[src/sv/rle_pkg.sv]
// ----------------------------------------------------------------------------
// rle_pkg: shared types and codes for the ring leader election node
// Message, action, status and port codes, plus the queued result record.
// ----------------------------------------------------------------------------
package rle_pkg;

  localparam int unsigned IdWidth   = 16;
  localparam int unsigned HopsWidth = 17;
  localparam int unsigned PhaseW    = 5;
  localparam int unsigned QDepth    = 4;
  localparam int unsigned QPtrW     = $clog2(QDepth);
  localparam int unsigned QCntW     = $clog2(QDepth + 1);

  // input actions
  localparam logic [1:0] ActSendBoth = 2'd0;  // start election
  localparam logic [1:0] ActSendPass = 2'd1;  // probe
  localparam logic [1:0] ActSendEcho = 2'd2;  // echo
  localparam logic [1:0] ActLeader   = 2'd3;  // leader announce

  // outgoing message kinds
  localparam logic [1:0] KindProbe  = 2'd0;
  localparam logic [1:0] KindEcho   = 2'd1;
  localparam logic [1:0] KindLeader = 2'd2;

  // election status
  localparam logic [1:0] StCand = 2'd0;
  localparam logic [1:0] StLost = 2'd1;
  localparam logic [1:0] StWon  = 2'd2;

  // neighbour ports and direction labels
  localparam logic PortLeft  = 1'b0;
  localparam logic PortRight = 1'b1;
  localparam logic DirR      = 1'b0;
  localparam logic DirL      = 1'b1;

  // configuration register indexes
  localparam logic CfgNodeId   = 1'b0;
  localparam logic CfgRingSize = 1'b1;

  localparam logic [IdWidth-1:0] RingSizeRst = IdWidth'(2);

  typedef struct packed {
    logic [1:0]           kind;
    logic [IdWidth-1:0]   cand;
    logic [HopsWidth-1:0] hops;
    logic                 dir;
    logic                 port;
    logic [1:0]           status;
    logic                 last;
  } result_t;

endpackage

[src/sv/ring_leader_election_node.sv]
// ----------------------------------------------------------------------------
// ring_leader_election_node: one node of a Hirschberg-Sinclair ring
// Decodes start/probe/echo/leader events and queues up to two messages each.
// ----------------------------------------------------------------------------
// Path: an input transfer is captured in the input register, then decision logic
// writes its results into the result queue that feeds the master side.
// Throughput: one item per cycle while each yields at most one message and the master
// side keeps up; the single result port drains one message at a time, so two-message items slow it.
// Reset: node_id 0, ring_size 2, status candidate, phase 0, flags and queue clear.
module ring_leader_election_node
  import rle_pkg::*;
(
  input  logic        clk_i,
  input  logic        rst_ni,
  // configuration writes
  input  logic        cfg_valid_i,
  output logic        cfg_ready_o,
  input  logic        cfg_index_i,
  input  logic [15:0] cfg_data_i,
  // input events
  input  logic        s_axis_tvalid,
  output logic        s_axis_tready,
  input  logic [39:0] s_axis_tdata,   // cand_id[15:0], hops_left[32:16], travel_dir[33]
  input  logic [1:0]  s_axis_tuser,   // action[1:0]
  // outgoing messages
  output logic        m_axis_tvalid,
  input  logic        m_axis_tready,
  output logic [39:0] m_axis_tdata,   // msg_cand[15:0], msg_hops[32:16], msg_dir[33],
                                      // node_status[35:34]
  output logic [2:0]  m_axis_tuser,   // msg_kind[1:0], out_port[2]
  output logic        m_axis_tlast
);

  // configuration
  logic [IdWidth-1:0] node_id_q, ring_size_q;

  // input register
  logic                 in_vld_q;
  logic [1:0]           act_q;
  logic [IdWidth-1:0]   cand_q;
  logic [HopsWidth-1:0] hops_q;
  logic                 dir_q;

  // election state
  logic [1:0]        status_q, status_d;
  logic [PhaseW-1:0] phase_q, phase_d;
  logic              awr_q, awr_d;
  logic              awl_q, awl_d;
  logic              halted_q, halted_d;

  // result queue
  result_t           q_mem_q [QDepth];
  logic [QPtrW-1:0]  wr_ptr_q, rd_ptr_q;
  logic [QCntW-1:0]  count_q;

  logic              s_xfer, m_xfer, adv;
  logic [1:0]        n_res;
  result_t           r0, r1;
  logic              was_set, big, win_now;
  logic [PhaseW-1:0] phase_inc;
  logic [HopsWidth-1:0] ttl;
  result_t           head;

  assign cfg_ready_o = 1'b1;

  always_ff @(posedge clk_i or negedge rst_ni) begin
    if (!rst_ni) begin
      node_id_q   <= '0;
      ring_size_q <= RingSizeRst;
    end else if (cfg_valid_i) begin
      unique case (cfg_index_i)
        CfgNodeId:   node_id_q   <= cfg_data_i;
        CfgRingSize: ring_size_q <= cfg_data_i;
        default: ;
      endcase
    end
  end

  // an item leaves the input register only when the queue can take two results
  assign adv           = in_vld_q && (count_q <= QCntW'(QDepth - 2));
  assign s_axis_tready = !in_vld_q || adv;
  assign s_xfer        = s_axis_tvalid && s_axis_tready;

  always_ff @(posedge clk_i or negedge rst_ni) begin
    if (!rst_ni) begin
      in_vld_q <= 1'b0;
    end else if (s_xfer) begin
      in_vld_q <= 1'b1;
    end else if (adv) begin
      in_vld_q <= 1'b0;
    end
  end

  always_ff @(posedge clk_i) begin
    if (s_xfer) begin
      act_q  <= s_axis_tuser;
      cand_q <= s_axis_tdata[15:0];
      hops_q <= s_axis_tdata[32:16];
      dir_q  <= s_axis_tdata[33];
    end
  end

  always_comb begin
    status_d  = status_q;
    phase_d   = phase_q;
    awr_d     = awr_q;
    awl_d     = awl_q;
    halted_d  = halted_q;
    n_res     = 2'd0;
    r0        = '0;
    r1        = '0;
    was_set   = 1'b0;
    phase_inc = (phase_q == '1) ? phase_q : phase_q + PhaseW'(1);
    big       = phase_inc > PhaseW'(HopsWidth - 1);
    ttl       = big ? '0 : HopsWidth'(1) << phase_inc;
    win_now   = big || (ttl >= {1'b0, ring_size_q});

    if (adv && !halted_q) begin
      unique case (act_q)
        ActSendBoth: begin
          if (status_q == StCand) begin
            phase_d = '0;
            awr_d   = 1'b1;
            awl_d   = 1'b1;
            r0      = '{kind: KindProbe, cand: node_id_q, hops: HopsWidth'(1), dir: DirR,
                        port: PortRight, status: StCand, last: 1'b0};
            r1      = '{kind: KindProbe, cand: node_id_q, hops: HopsWidth'(1), dir: DirL,
                        port: PortLeft, status: StCand, last: 1'b0};
            n_res   = 2'd2;
          end
        end
        ActSendPass: begin
          if (cand_q == node_id_q) begin
            status_d = StWon;
            r0       = '{kind: KindLeader, cand: node_id_q, hops: '0, dir: 1'b0,
                         port: PortRight, status: StWon, last: 1'b0};
            n_res    = 2'd1;
          end else if (cand_q > node_id_q) begin
            if (status_q == StCand) status_d = StLost;
            if (hops_q > HopsWidth'(1)) begin
              r0 = '{kind: KindProbe, cand: cand_q, hops: hops_q - HopsWidth'(1),
                     dir: dir_q, port: dir_q ? PortLeft : PortRight,
                     status: StCand, last: 1'b0};
            end else begin
              // ttl spent: turn back toward the origin
              r0 = '{kind: KindEcho, cand: cand_q, hops: '0, dir: dir_q,
                     port: dir_q ? PortRight : PortLeft, status: StCand, last: 1'b0};
            end
            n_res = 2'd1;
          end
        end
        ActSendEcho: begin
          if (cand_q == node_id_q && status_q == StCand) begin
            if (dir_q == DirR) begin
              was_set = awr_q;
              awr_d   = 1'b0;
            end else begin
              was_set = awl_q;
              awl_d   = 1'b0;
            end
            if (was_set && !awr_d && !awl_d) begin
              phase_d = phase_inc;
              if (win_now) begin
                status_d = StWon;
                r0       = '{kind: KindLeader, cand: node_id_q, hops: '0, dir: 1'b0,
                             port: PortRight, status: StWon, last: 1'b0};
                n_res    = 2'd1;
              end else begin
                awr_d = 1'b1;
                awl_d = 1'b1;
                r0    = '{kind: KindProbe, cand: node_id_q, hops: ttl, dir: DirR,
                          port: PortRight, status: StCand, last: 1'b0};
                r1    = '{kind: KindProbe, cand: node_id_q, hops: ttl, dir: DirL,
                          port: PortLeft, status: StCand, last: 1'b0};
                n_res = 2'd2;
              end
            end
          end else begin
            r0    = '{kind: KindEcho, cand: cand_q, hops: '0, dir: dir_q,
                      port: dir_q ? PortRight : PortLeft, status: StCand, last: 1'b0};
            n_res = 2'd1;
          end
        end
        ActLeader: begin
          if (cand_q != node_id_q) begin
            status_d = StLost;
            r0       = '{kind: KindLeader, cand: cand_q, hops: '0, dir: 1'b0,
                         port: PortRight, status: StLost, last: 1'b0};
            n_res    = 2'd1;
          end
          halted_d = 1'b1;
        end
        default: ;
      endcase
    end

    // status after the step goes on every result of the step
    r0.status = status_d;
    r1.status = status_d;
    r0.last   = (n_res == 2'd1);
    r1.last   = (n_res == 2'd2);
  end

  always_ff @(posedge clk_i or negedge rst_ni) begin
    if (!rst_ni) begin
      status_q <= StCand;
      phase_q  <= '0;
      awr_q    <= 1'b0;
      awl_q    <= 1'b0;
      halted_q <= 1'b0;
    end else begin
      status_q <= status_d;
      phase_q  <= phase_d;
      awr_q    <= awr_d;
      awl_q    <= awl_d;
      halted_q <= halted_d;
    end
  end

  // result queue
  assign m_xfer = m_axis_tvalid && m_axis_tready;

  always_ff @(posedge clk_i) begin
    if (n_res != 2'd0) q_mem_q[wr_ptr_q] <= r0;
    if (n_res == 2'd2) q_mem_q[wr_ptr_q + QPtrW'(1)] <= r1;
  end

  always_ff @(posedge clk_i or negedge rst_ni) begin
    if (!rst_ni) begin
      wr_ptr_q <= '0;
      rd_ptr_q <= '0;
      count_q  <= '0;
    end else begin
      wr_ptr_q <= wr_ptr_q + QPtrW'(n_res);
      if (m_xfer) rd_ptr_q <= rd_ptr_q + QPtrW'(1);
      count_q  <= count_q + QCntW'(n_res) - QCntW'(m_xfer);
    end
  end

  assign head          = q_mem_q[rd_ptr_q];
  assign m_axis_tvalid = (count_q != '0);
  assign m_axis_tdata  = {4'b0, head.status, head.dir, head.hops, head.cand};
  assign m_axis_tuser  = {head.port, head.kind};
  assign m_axis_tlast  = head.last;

  // assertions
  a_queue_bound: assert property (@(posedge clk_i) disable iff (!rst_ni)
    count_q <= QCntW'(QDepth))
    else $error("result queue overflow");

  a_no_work_halted: assert property (@(posedge clk_i) disable iff (!rst_ni)
    halted_q |-> (n_res == 2'd0) && (status_d == status_q))
    else $error("halted node produced results or changed status");

  a_halt_sticks: assert property (@(posedge clk_i) disable iff (!rst_ni)
    halted_q |=> halted_q)
    else $error("node left halted state");

  a_status_final: assert property (@(posedge clk_i) disable iff (!rst_ni)
    (status_q != StCand) |=> (status_q != StCand))
    else $error("node returned to candidate");

  a_pair_last: assert property (@(posedge clk_i) disable iff (!rst_ni)
    (n_res == 2'd2) |-> !r0.last && r1.last && (r0.kind == KindProbe))
    else $error("two-result step not a marked probe pair");

endmodule
[config.mk]
export PLATFORM = sky130hd
export DESIGN_NAME = ring_leader_election_node
export DESIGN_NICKNAME = d
export VERILOG_FILES = /design/src/sv/rle_pkg.sv /design/src/sv/ring_leader_election_node.sv
export SDC_FILE = /design/constraint.sdc
export NUM_CORES = 1
export LEC_CHECK = 0
export ABC_CLOCK_PERIOD_IN_PS = 5100
export BUFFER_PORTS_ARGS = -buffer_cell sky130_fd_sc_hd__clkbuf_2
export CAP_MARGIN = 20
export CORE_MARGIN = 1.5
export CORE_UTILIZATION = 54
export DETAILED_ROUTE_END_ITERATION = 7
export GPL_TIMING_DRIVEN = 0
export PLACE_DENSITY = 0.85
export SLEW_MARGIN = 40
export SYNTH_ARGS = -nofsm -noshare
export SYNTH_HDL_FRONTEND = slang
export SYNTH_SLANG_ARGS = --single-unit
[constraint.sdc]
create_clock -name clk_i -period 5.1 [get_ports clk_i]
set_input_delay 0.765 -clock clk_i [delete_from_list [all_inputs] [get_ports clk_i]]
set_output_delay 0.765 -clock clk_i [all_outputs]
set_load 0.005 [all_outputs]
==> run summary <==
=====================================================================================
Unique masters post-synth                                                          69
Least setup slack across all paths after layout                                189 ps
Clock-pin slew on the worst setup and hold paths                                60 ps
Actual slew at the worst max-slew pin                                          837 ps
Top library cells by usage in the layout, fill and taps aside            184 x edfxtp_1, 112 x nand2_1, 102 x clkbuf_2
Register bit total from synthesis                                                 246
Post-synthesis cell area                                                    12300 µm²
Cell at the root of the clock tree                                          clkbuf_16
Unrepaired setup endpoints after global routing                                  true
Die width                                                                      154 µm
Async SR Flop Fraction                                                          0.203
Detailed placer's ending HPWL                                                23300 µm
CTS sink cnt                                                                      246
Type of the worst min-delay path                                         input pin to async pin
Maximum Capacitance Violations                                                      0
Residual DRC                                                                        0
Upper clock frequency limit                                                 0.204 GHz
Slack of the worst reg-to-reg path                                             190 ps
Max-slew violation count                                                            0
Total power divided by cell area                                           416 nW/µm²
CTS tree                                                                        built
Count of filler cells inserted in the layout                                     1568
Hold_ws                                                                        281 ps
Net switching power figure                                                    1740 µW
Inserted Clock Buffers                                                             26
Reg-to-Reg End                                                           q_mem_q[2][17]$_DFFE_PP_
Setup crit end kind                                                          register
Total negative slack                                                             0 ps
Hold-fix buffers at CTS                                                             0
Number of port buffers                                                             99
Worst Path Max Fanout                                                              37
I/O pin count                                                                     111
Area of the core                                                            22100 µm²
Standby leakage power                                                      0.00522 µW
Worst IR Drop VDD                                                          0.000286 V
Clk Latency, worst-skew pair                                                   530 ps
Cell count after synthesis                                                       1021
Switching share of total power                                                  0.296
Final setup violating endpoints                                                     0
Largest net degree at the start of global routing                                  51
Most used flip-flop cell after synthesis                                     edfxtp_1
Yosys warnings                                                                      0
Count of flip-flops with a built-in enable after synthesis                        184
Worst Reg2Reg Path Length in Cells                                                 18
Number of inserted diodes                                                           0
Number of antenna violations at the first check in global routing                   0
Setup slack after placement                                                   -123 ps
Total number of vias                                                             9376
Fraction of synthesized area in multiplexers                                   0.0899
Effective utilization at floorplan                                              0.556
Worst clock skew on the final layout                                          16.5 ps
DR vias/cell                                                                     6.45
NumNets Final                                                                    1258
Cell Rows                                                                          54
Gate power share                                                                0.250
Compound-gate portion of the synthesized area                                   0.137
Tcrit/Tclk final                                                                0.963
First-pass GRT wire length                                                   50300 µm
Area of the multi-input gates                                                4810 µm²
Maximum buffer depth of the clock tree                                              3
Shortest period the worst path allows                                         4910 ps
Simple-gate portion of the synthesized area                                     0.104
Max-slew headroom at the worst pin                                              0.436
Dominant combinational cell family by area after synthesis               compound AO/OA/AOI/OAI gates
Type of origin of the critical path                                          register
Count of nets left with antenna violations after detail routing                     0
Worst flop-to-flop path startpoint                                       phase_q[1]$_DFFE_PN0P_
Average cell area after synthesis                                            12.0 µm²
Final Hold Vio Count                                                                0
Status                                                                      completed
Share of post-route cells with drive strength above 1                           0.227
Startpoint-to-endpoint class of the critical path                        register to register
Sequential cell area fraction in the yosys report                               0.572
Most frequent standard cell in the layout excluding fill and tap cells       edfxtp_1
Internal Power                                                                4140 µW
Routability Congestion                                                          0.915
Share of power burned in registers                                              0.425
Data arrival time of the critical path                                        5100 ps
Die Footprint                                                               23600 µm²
Post-synthesis xor/xnor area fraction                                          0.0150
Register cell area after layout                                              7020 µm²
1st-pass router iterations                                                          6
Adder and majority cell fraction of the synthesized area                       0.0414
Overall overflow remaining after global route                                       0
Vias in the first global route                                                   9019
Detailed-route wire length per cell                                           22.8 µm
Global Route Usage Sum                                                          0.279
DIE HEIGHT                                                                     154 µm
1st-iter DRT viols                                                               1352
Clock Power Share                                                               0.325
Layout-stage area growth over the synthesis result                              15.0%
Data required time at the worst endpoint                                      5290 ps
Total routed wirelength                                                      33200 µm
H-Tree Depth                                                                        1
=====================================================================================
worst max-delay path, stage by stage, from the launching register on:
cell and delay [ps]:
dfrtp_2 450, ha_1 190, buf_2 170, and3_1 240
and2_2 240, o31ai_2 300, nand2_1 290, inv_1 160
ha_1 240, nand2_1 60, o21ai_0 70, a41oi_1 320
a2111oi_4 140, buf_4 180, nor3_4 320, o21a_4 230
nand2_1 290, and2_1 370, inv_8 300
final cells by class:
type	instances	share of cell area
Buffer	55	0.0183
Tap cell	280	0.0248
Timing Repair Buffer	102	0.0383
Clock inverter	15	0.0106
Sequential cell	246	0.497
Clock buffer	33	0.0501
Inverter	67	0.0199
Multi-Input combinational cell	656	0.341
cell usage after synthesis (all sizes together), types with 7 or more instances:
cell type | number | share of area
a21o | 7 | 0.0043
a21oi | 26 | 0.011
buf | 29 | 0.013
clkbuf | 26 | 0.0079
dfrtp | 49 | 0.10
dfxtp | 12 | 0.020
edfxtp | 184 | 0.45
ha | 39 | 0.040
inv | 67 | 0.020
mux2 | 18 | 0.017
mux4 | 40 | 0.073
nand2 | 117 | 0.036
nand2b | 20 | 0.010
nand3 | 19 | 0.0082
nor2 | 58 | 0.018
nor2b | 8 | 0.0041
nor3 | 11 | 0.0054
o21ai | 88 | 0.036
o22ai | 84 | 0.043
o2bb2ai | 17 | 0.012
xnor2 | 11 | 0.0078
xor2 | 10 | 0.0071
logic make-up (layout without fill, tap and decap cells):
logic type / after synthesis / after routing
compound gates: 261 / 261
mux: 58 / 58
buf+inv: 122 / 272
xor+xnor: 21 / 21
simple gates: 271 / 271
other cells: 2 / 5
flops: 246 / 246
fa+ha+maj: 40 / 40
worst max path at each step:
| stage | startpoint | end | slack (ps) |
|---|---|---|---|
| floorplan | phase_q[1]$_DFFE_PN0P_ | q_mem_q[1][0]$_DFFE_PP_ | 400 |
| global placement | phase_q[1]$_DFFE_PN0P_ | q_mem_q[0][32]$_DFFE_PP_ | -810 |
| global route | phase_q[1]$_DFFE_PN0P_ | count_q[2]$_DFF_PN0_ | -80 |
| CTS | phase_q[1]$_DFFE_PN0P_ | count_q[2]$_DFF_PN0_ | 50 |
| detailed placement | phase_q[1]$_DFFE_PN0P_ | count_q[2]$_DFF_PN0_ | -120 |
| finish | phase_q[1]$_DFFE_PN0P_ | q_mem_q[2][17]$_DFFE_PP_ | 190 |
layer usage:
metal | GRT usage | wire [µm] | vias to the layer above
met2 | 0.445 | 15500 | 640
li1 | - | - | 4093
met1 | 0.376 | 12500 | 4549
met4 | 0.102 | 1190 | 0
met5 | 0 | 0 | -
met3 | 0.0640 | 4040 | 94
what timing repair did:
item | CTS | global route
resized for setup | 4 | 29
hold endpoints to repair | 0 | 0
pin swaps | 1 | 0
endpoints found under the setup margin | 113 | 198
setup buffers | 2 | 0
per-stage QoR:
step                utilization  power [µW]  area (µm²)  cells
floorplan                     -        3420       12300   1024
CTS                       0.636        5850       14100   1454
global route              0.639        6090       14100   1454
global placement          0.594        3890       13100   1403
finish                    0.639        5870       14100   1454
detailed placement        0.596        3960       13200   1404
power groups by stage:
stage | clock [µW] | combinational [µW] | sequential (µW)
after floorplan | 0 | 948 | 2470
after global placement | 0 | 1380 | 2510
after detailed placement | 0 | 1440 | 2520
after CTS | 1910 | 1460 | 2490
after global routing | 1990 | 1590 | 2510
final | 1910 | 1470 | 2490
flip-flops by register name, summed over array words and instances (netlist names):
register / flops
status_q: 2
q_mem_q: 160
rd_ptr_q: 2
awr_q: 1
in_vld_q: 1
act_q: 2
count_q: 3
awl_q: 1
node_id_q: 16
wr_ptr_q: 2
phase_q: 5
hops_q: 17
cand_q: 16
dir_q: 1
halted_q: 1
ring_size_q: 16
Power figures use the tool's default switching activity.
